**config.mk**
```make
export PLATFORM = sky130hd
export DESIGN_NAME = interrupt_status_mask_controller
export DESIGN_NICKNAME = d
export VERILOG_FILES = /design/src/hw/rtl/ismc_pkg.sv /design/src/hw/rtl/ismc_regs.sv /design/src/hw/rtl/interrupt_status_mask_controller.sv
export SDC_FILE = /design/constraint.sdc
export NUM_CORES = 1
export LEC_CHECK = 0
export BUFFER_PORTS_ARGS = -buffer_cell sky130_fd_sc_hd__buf_2
export CORE_UTILIZATION = 35
export DETAILED_ROUTE_END_ITERATION = 10
export GPL_TIMING_DRIVEN = 0
export MAX_ROUTING_LAYER = met4
export PLACE_DENSITY_LB_ADDON = 0.12
export SETUP_SLACK_MARGIN = 0.4
export SLEW_MARGIN = 20
export SYNTH_ARGS = -nofsm -noshare
export SYNTH_HDL_FRONTEND = slang
export SYNTH_SLANG_ARGS = --single-unit
```
**constraint.sdc**
```tcl
create_clock -name clk -period 9.1 [get_ports clk]
set_clock_uncertainty 0.1 [all_clocks]
set_input_delay 0.91 -clock clk [delete_from_list [all_inputs] [get_ports clk]]
set_output_delay 0.91 -clock clk [all_outputs]
set_load 0.05 [all_outputs]
```
**src/hw/rtl/ismc_pkg.sv**
```systemverilog
// Package for the interrupt status and mask controller.
// Holds item codes, register select codes, summary constants and shared types.
// No dependencies.
package ismc_pkg;

	localparam int unsigned WORD_W    = 32;
	localparam int unsigned NUM_MASKS = 9;
	localparam int unsigned MASK_IDX_W = $clog2(NUM_MASKS);

	typedef enum logic [1:0] {
		MODE_RAISE  = 2'd0,
		MODE_CANCEL = 2'd1,
		MODE_WRITE  = 2'd2,
		MODE_READ   = 2'd3
	} mode_t;

	typedef enum logic [1:0] {
		CAT_NORMAL   = 2'd0,
		CAT_EXTERNAL = 2'd1,
		CAT_ERROR    = 2'd2,
		CAT_NONE     = 2'd3
	} category_t;

	// register select codes
	localparam logic [3:0] SEL_NORMAL     = 4'd0;
	localparam logic [3:0] SEL_EXTERNAL   = 4'd1;
	localparam logic [3:0] SEL_ERROR      = 4'd2;
	localparam logic [3:0] SEL_MASK_FIRST = 4'd3;
	localparam logic [3:0] SEL_MASK_LAST  = 4'd11;

	localparam logic [WORD_W-1:0] SUMMARY_LOW_MASK = 32'h3FFF_FFFF;
	localparam logic [WORD_W-1:0] SUMMARY_EXT_BIT  = 32'h4000_0000;
	localparam logic [WORD_W-1:0] SUMMARY_ERR_BIT  = 32'h8000_0000;

	typedef struct packed {
		mode_t             mode;
		category_t         category;
		logic [4:0]        bit_idx;
		logic [3:0]        sel;
		logic [WORD_W-1:0] data;
	} item_t;

	typedef struct packed {
		logic l2;
		logic l4;
		logic l6;
	} pending_t;

endpackage

```
**src/hw/rtl/ismc_regs.sv**
```systemverilog
// Status and mask register file with next-state and level-pending logic.
// Depends on ismc_pkg.
module ismc_regs (
	input  logic                              clk,
	input  logic                              arst_n,
	input  logic                              commit,
	input  ismc_pkg::item_t                   item,
	output logic [ismc_pkg::WORD_W-1:0]       rd_data,
	output ismc_pkg::pending_t                pending
);
	import ismc_pkg::*;

	logic [WORD_W-1:0] normal_q;
	logic [WORD_W-1:0] external_q;
	logic [WORD_W-1:0] error_q;
	logic [WORD_W-1:0] mask_q   [NUM_MASKS];

	logic [WORD_W-1:0] nxt_normal;
	logic [WORD_W-1:0] nxt_external;
	logic [WORD_W-1:0] nxt_error;
	logic [WORD_W-1:0] nxt_mask [NUM_MASKS];

	logic [WORD_W-1:0]     bit_dec;
	logic [3:0]            sel_off;
	logic [MASK_IDX_W-1:0] mask_idx;
	logic                  mask_sel;
	logic [2:0]            lvl_hit;

	assign bit_dec  = {{(WORD_W-1){1'b0}}, 1'b1} << item.bit_idx;
	assign sel_off  = item.sel - SEL_MASK_FIRST;
	assign mask_idx = sel_off[MASK_IDX_W-1:0];
	assign mask_sel = (item.sel >= SEL_MASK_FIRST) && (item.sel <= SEL_MASK_LAST);

	always_comb begin
		nxt_normal   = normal_q;
		nxt_external = external_q;
		nxt_error    = error_q;
		nxt_mask     = mask_q;
		unique case (item.mode)
			MODE_RAISE: begin
				case (item.category)
					CAT_NORMAL:   nxt_normal   = normal_q | bit_dec;
					CAT_EXTERNAL: nxt_external = external_q | bit_dec;
					CAT_ERROR:    nxt_error    = error_q | bit_dec;
					default: ;
				endcase
			end
			MODE_CANCEL: nxt_external = external_q & ~bit_dec;
			MODE_WRITE: begin
				// external status is not writable
				if (item.sel == SEL_NORMAL) begin
					nxt_normal = normal_q & ~item.data;
				end else if (item.sel == SEL_ERROR) begin
					nxt_error = error_q & ~item.data;
				end else if (mask_sel) begin
					nxt_mask[mask_idx] = item.data;
				end
			end
			MODE_READ: ;
			default: ;
		endcase
	end

	// reads never change state, so the stored words are read directly
	always_comb begin
		rd_data = '0;
		if (item.mode == MODE_READ) begin
			if (item.sel == SEL_NORMAL) begin
				rd_data = normal_q & SUMMARY_LOW_MASK;
				if (|external_q) rd_data = rd_data | SUMMARY_EXT_BIT;
				if (|error_q)    rd_data = rd_data | SUMMARY_ERR_BIT;
			end else if (item.sel == SEL_EXTERNAL) begin
				rd_data = external_q;
			end else if (item.sel == SEL_ERROR) begin
				rd_data = error_q;
			end else if (mask_sel) begin
				rd_data = mask_q[mask_idx];
			end
		end
	end

	// pending lines follow the state after this item
	always_comb begin
		for (int lvl = 0; lvl < 3; lvl++) begin
			lvl_hit[lvl] = |((nxt_normal   & nxt_mask[3*lvl])     |
			                 (nxt_external & nxt_mask[3*lvl + 1]) |
			                 (nxt_error    & nxt_mask[3*lvl + 2]));
		end
		pending.l2 = lvl_hit[0];
		pending.l4 = lvl_hit[1];
		pending.l6 = lvl_hit[2];
	end

	always_ff @(posedge clk or negedge arst_n) begin
		if (!arst_n) begin
			normal_q   <= '0;
			external_q <= '0;
			error_q    <= '0;
			for (int i = 0; i < NUM_MASKS; i++) begin
				mask_q[i] <= '0;
			end
		end else if (commit) begin
			normal_q   <= nxt_normal;
			external_q <= nxt_external;
			error_q    <= nxt_error;
			mask_q     <= nxt_mask;
		end
	end

endmodule

```
**src/hw/rtl/interrupt_status_mask_controller.sv**
```systemverilog
// Interrupt status and mask controller, top level.
// Pipeline: an accepted item is held in the input reg, then its result in the result reg.
// Throughput: one item per cycle while the result side is not stalled; the next item is taken while a result waits.
// The combinational update and OR reduction in ismc_regs sets the pace.
// Reset: all status and mask words clear to zero, both pipeline stages empty.
// Depends on ismc_pkg and ismc_regs.
module interrupt_status_mask_controller (
	input  logic        clk,
	input  logic        arst_n,
	// input channel
	input  logic        in_valid,
	output logic        in_stall,
	input  logic [1:0]  mode,
	input  logic [1:0]  event_category,
	input  logic [4:0]  event_bit,
	input  logic [3:0]  reg_select,
	input  logic [31:0] write_data,
	// result channel
	output logic        out_valid,
	input  logic        out_stall,
	output logic [31:0] read_data,
	output logic        level2_pending,
	output logic        level4_pending,
	output logic        level6_pending
);
	import ismc_pkg::*;

	// Stage 1: registered input item
	logic     valid_s1;
	item_t    item_s1;
	item_t    item_in;

	// Result register
	logic              out_valid_q;
	logic [WORD_W-1:0] rd_q;
	pending_t          pend_q;

	logic              take_in;
	logic              advance;
	logic [WORD_W-1:0] rd_data;
	pending_t          pending;

	assign item_in.mode     = mode_t'(mode);
	assign item_in.category = category_t'(event_category);
	assign item_in.bit_idx  = event_bit;
	assign item_in.sel      = reg_select;
	assign item_in.data     = write_data;

	// The stage-1 item moves on (and commits its state update) whenever the
	// result register is empty or being emptied this cycle.
	assign advance  = valid_s1 && (!out_valid_q || !out_stall);
	// Stage 1 can refill in the same cycle it drains, so back-to-back items flow.
	assign in_stall = valid_s1 && !advance;
	assign take_in  = in_valid && !in_stall;

	always_ff @(posedge clk or negedge arst_n) begin
		if (!arst_n) begin
			valid_s1 <= 1'b0;
		end else if (take_in) begin
			valid_s1 <= 1'b1;
		end else if (advance) begin
			valid_s1 <= 1'b0;
		end
	end

	always_ff @(posedge clk) begin
		if (take_in) begin
			item_s1 <= item_in;
		end
	end

	// Status/mask state is only written when the item leaves stage 1, so a
	// stalled item never applies its update twice.
	ismc_regs u_regs (
		.clk     (clk),
		.arst_n  (arst_n),
		.commit  (advance),
		.item    (item_s1),
		.rd_data (rd_data),
		.pending (pending)
	);

	always_ff @(posedge clk or negedge arst_n) begin
		if (!arst_n) begin
			out_valid_q <= 1'b0;
		end else if (advance) begin
			out_valid_q <= 1'b1;
		end else if (!out_stall) begin
			out_valid_q <= 1'b0;
		end
	end

	always_ff @(posedge clk) begin
		if (advance) begin
			rd_q   <= rd_data;
			pend_q <= pending;
		end
	end

	assign out_valid      = out_valid_q;
	assign read_data      = rd_q;
	assign level2_pending = pend_q.l2;
	assign level4_pending = pend_q.l4;
	assign level6_pending = pend_q.l6;

endmodule

```
After elaboration in Yosys (flattened, before gate mapping):

Cells that the tools add are included.

* logic and storage cells: 109
* output and inout port bits: 37
* register bits: 466

* reductions and logical operators: 19
* magnitude comparators: 4
* multiplexer cells: 29
* shift operators: 1
* $add $sub $neg: 1
* bitwise logic cells: 24
* eq/ne operators: 8

Operators with widths (count)
* $mux W288: 4
* $mux W32: 14
* $and A32 B32 Y32: 12
* $bwmux W288: 1
* $or A32 B32 Y32: 9
* $pmux W32 S2: 3
* $reduce_or A32 Y1: 5
* $bmux W32 S4: 1
* $demux W32 S4: 1
* $not A32 Y32: 2
* $shl A1 B5 Y32 const A: 1
* $mux W31: 1
* $eq A2 B2 Y1 const B: 3
* $ge A5 B5 Y1 const B: 1
* $logic_and A1 B1 Y1: 5
* $lt A5 B1 Y1 const B: 1
* $not A4 Y5: 1
* $eq A2 B1 Y1 const B: 2
* $eq A4 B1 Y1 const B: 1
* $eq A4 B2 Y1 const B: 1
* $ge A4 B2 Y1 const B: 1
* $le A4 B4 Y1 const B: 1
* $logic_not A1 Y1: 4
* $logic_not A2 Y1: 2
* other kinds (6): 9

Depth between registers and ports, before layout:

* word-level depth: 15
* mapped depth: 13
* depth with buffers taken out: 10

Cells and area by module:

From an unflattened synthesis, not the netlist that was laid out.

* cells, all modules: 2351
* area total of the unflattened synthesis: 26487.9 um2

Modules (own cells, without submodules)
* ismc_regs: times used 1, cells each 2263, sequential area each 9609.2 um2, area each 23993.0 um2
* interrupt_status_mask_controller: times used 1, cells each 88, sequential area each 2452.4 um2, area each 2494.9 um2

Worst setup path before layout:

No wires, ideal clock.

* path type: flip-flop to flip-flop
* from: reg item_s1[32] (netlist bit)
* to: reg pend_q (netlist bit level2_pending), data pin
* library setup time: 0.272 ns
* period minus slack after synthesis: 3.499 ns
* arrival time: 3.128 ns
* path slack: 5.601 ns
* stages on the path, launching flop included: 14
* cells stage by stage: edfxtp_1 > inv_1 > ha_1 > or3b_1 > buf_2 > and3_1 > buf_2 > o21ai_2 > buf_4 > mux2i_1 > o22ai_1 > nor4_1 > nand4_1 > or4_1

RTL lines
* start, declared: RTL line interrupt_status_mask_controller.sv:30 `item_t item_s1;`
* start signal, assigned: RTL line interrupt_status_mask_controller.sv:68 `item_s1 <= item_in;`
* end signal, assigned: RTL line interrupt_status_mask_controller.sv:96 `pend_q <= pending;`
* end, declared: RTL line interrupt_status_mask_controller.sv:36 `pending_t pend_q;`

==> summary.md <==
| Metric | Value |
|---|---|
| Arr. time, crit path | 6.20 ns |
| Core area | 74600 sq um |
| Hold Crit Class | in -> async |
| P&R area growth vs syn | 15.7% |
| Finished Layout Cells | 3581 |
| All-Layer GR Usage | 40.3% |
| Slew margin rel. | 3.64% |
| Status | finished, final reports clean |
| Total setup buffers inserted after CTS | 0 |
| Total gr overflow | 0 |
| Cells after Synth | 2378 |
| Ys flop type | dfrtp_1 |
| Pin count of the biggest net entering global routing | 99 |
| Pre-CTS setup slack | 3.52 ns |
| Pre-antenna DRT Iters | 8 |
| Final GP Congestion | 1.07 |
| IO Pins | 86 |
| Top cell type by total area after synthesis | dfrtp_1 |
| Post_cts resized | 0 |
| Vias in the first global route | 22532 |
| Final Max Tran Viols | 0 |
| Initial core utilization | 35.5% |
| Via count | 23151 |
| Port Buf Inserts | 85 |
| CTS Sinks | 466 |
| Hold_ws | 0.102 ns |
| CP Data Required Time | 9.38 ns |
| CTS Buf Count | 57 |
| Fillers | 7362 |
| Worst setup EP type | register |
| Clock transition at path regs | 0.06 ns |
| Post-synth EDFFs | 80 |
| Clock Tree Buf Depth | 3 |
| DRC | 0 |
| Synthesis Warnings | 0 |
| Layout cell share with drive strength beyond 1 | 25.6% |
| Max-cap violations | 0 |
| Synthesized net count | 2434 |
| Total power | 6.91 mW |
| Setup WS post-layout | 3.18 ns |
| Synth area leaders | dfrtp_1 (37%), mux2_2 (12%), mux2i_1 (11%), edfxtp_1 (9.1%), mux4_2 (5.5%) |
| Setup TNS Final | 0 ns |
| CTS Root Cell | clkbuf_16 |
| Min cycle time layout | 5.92 ns |
| Final Setup Violations | 0 |
| DR WL/cell | 42.3 um |
| Synth Area per Inst | 11.1 sq um |
| Initial detailed-routing violation count | 2750 |
| CTS tree | built |
| Global-route wire length before repair | 203 mm |
| Core Rows | 100 |
| Hold Buf Count CTS | 0 |
| Synth Cell Area | 26400 sq um |
| Final Hold Vio Count | 0 |
| Tcrit/Tclk final | 65.0% |
| DIE AREA | 76600 sq um |
| Ys async rst share | 82.8% |
| Critical path peak fanout | 10 |
| FF+latch count, synth | 466 |
| Antenna-violating nets left | 0 |
| Seq/Total Area, Yosys | 45.6% |
| Cell area power density | 226 nW/um^2 |
| Clock H-tree levels | 2 |
| Antenna violations before repair | 11 |
| Dpl hpwl | 124 mm |
| Fmax | 169 MHz |
| RSZ-0062 raised after global routing | false |
| Most frequent cells in the layout | dfrtp_1 (386), mux2i_1 (292), mux2_2 (287) |
| Clk_lat worst skew | 0.65 ns |
| FF-to-FF setup slack | 3.18 ns |
| Final wirelength | 151 mm |
| Synth cell types | 65 |
| Die Ht | 277 um |
| Share of the synthesized area in the top cell type | 36.5% |
| Critical path class | reg -> reg |
| Nets@finish | 2613 |
| Leakage power | 12.7 nW |
| Die X | 277 um |
| VDD IR max | 0.201 mV |
| Worst-Margin Slew | 1.43 ns |
| Via/cell ratio | 6.46 |
| Crit start category | register |
| Most common library cell in the layout ignoring fill and taps | dfrtp_1 |
| Post-Place Cells | 3460 |
[through the flow]
| stage | instance area (sq um) | utilization (%) |
|---|---|---|
| floorplan | 26400 | - |
| global placement | 28100 | 37.7 |
| detailed placement | 28600 | 38.3 |
| CTS | 30500 | 40.9 |
| global route | 30600 | 41.0 |
| finish | 30600 | 41.0 |
[worst paths after layout]
kind / start / depth (start not counted) / end
hold / removal: arst_n / 1 / out_valid
max in group asynchronous: arst_n / 3 / u_regs.mask_q[17]
setup / recovery: item_s1[32] / 12 / level4_pending
setup reg to reg: item_s1[32] / 12 / level4_pending
min in group clk: write_data[10] / 1 / item_s1[10]
hold reg to reg: valid_s1 / 1 / out_valid
[cells by family after synthesis]
family	synth area share (%)
DFF	45.6
AOI/OAI and AO/OA	12.3
and+or+nand+nor	9.08
adders and majority gates	0.331
buffers and inverters	3.80
muxes	28.8
xor gates and xnor gates	0.128
[critical path, stage by stage, from the launching register on]
cell and delay (ns):
edfxtp_1 0.60, inv_1 0.28, ha_1 0.29, or3b_1 0.35
buf_2 0.21, and3_1 0.22, o21ai_1 0.45, buf_2 0.52
mux2i_1 0.68, o22ai_1 0.23, nor4_1 0.89, nand4_1 0.38
or3_1 0.42
[area by class of cell]
class / count / area [sq um] / share of cell area, %
Antenna cell: 7 / 17.5 / 0.0572
Sequential cell: 466 / 12100 / 39.4
Timing Repair Buffer: 120 / 828 / 2.71
Buffer: 234 / 988 / 3.23
Tap cell: 969 / 1210 / 3.96
Clock inverter: 25 / 260 / 0.850
Inverter: 5 / 18.8 / 0.0613
Multi-Input combinational cell: 1673 / 13600 / 44.3
Clock buffer: 82 / 1660 / 5.43
[power by group]
part	total [mW]	internal, mW	switching [mW]
clock network	2.38	1.38	1.00
registers	2.75	2.41	0.341
logic	1.77	0.546	1.23
[registers in the layout (all words and copies together), names as in the netlist]
register and count:
valid_s1 1, u_regs.mask_q 288, u_regs.normal_q 32, out_valid 1
level2_pending 1, item_s1 45, level4_pending 1, u_regs.error_q 32
u_regs.external_q 32, level6_pending 1, read_data 32
[layer usage]
metal / global-route usage (%) / up-vias / wire length, um
met1: 50.3 / 12008 / 60900
li1: - / 9386 / -
met3: 8.14 / 358 / 12200
met2: 60.7 / 1399 / 67600
met5: - / - / 0
met4: 23.5 / 0 / 10700
[Yosys cell counts (6+ instances only)]
master and count:
nor4_1 57, a22oi_1 87, buf_1 12, buf_4 7, a211o_1 30, nand3_1 68
mux2i_1 292, a21oi_1 64, nor3_1 37, mux4_2 64, o22ai_1 141, o21ai_0 151
edfxtp_1 80, buf_2 46, a32oi_1 6, o2bb2ai_1 16, nor2_1 65, mux2_2 287
nor2b_1 6, dfrtp_1 386, clkbuf_1 166, nand4_1 9, nand2b_1 9, ha_1 7
nand2_1 208
(Power assumes the default switching activity.)
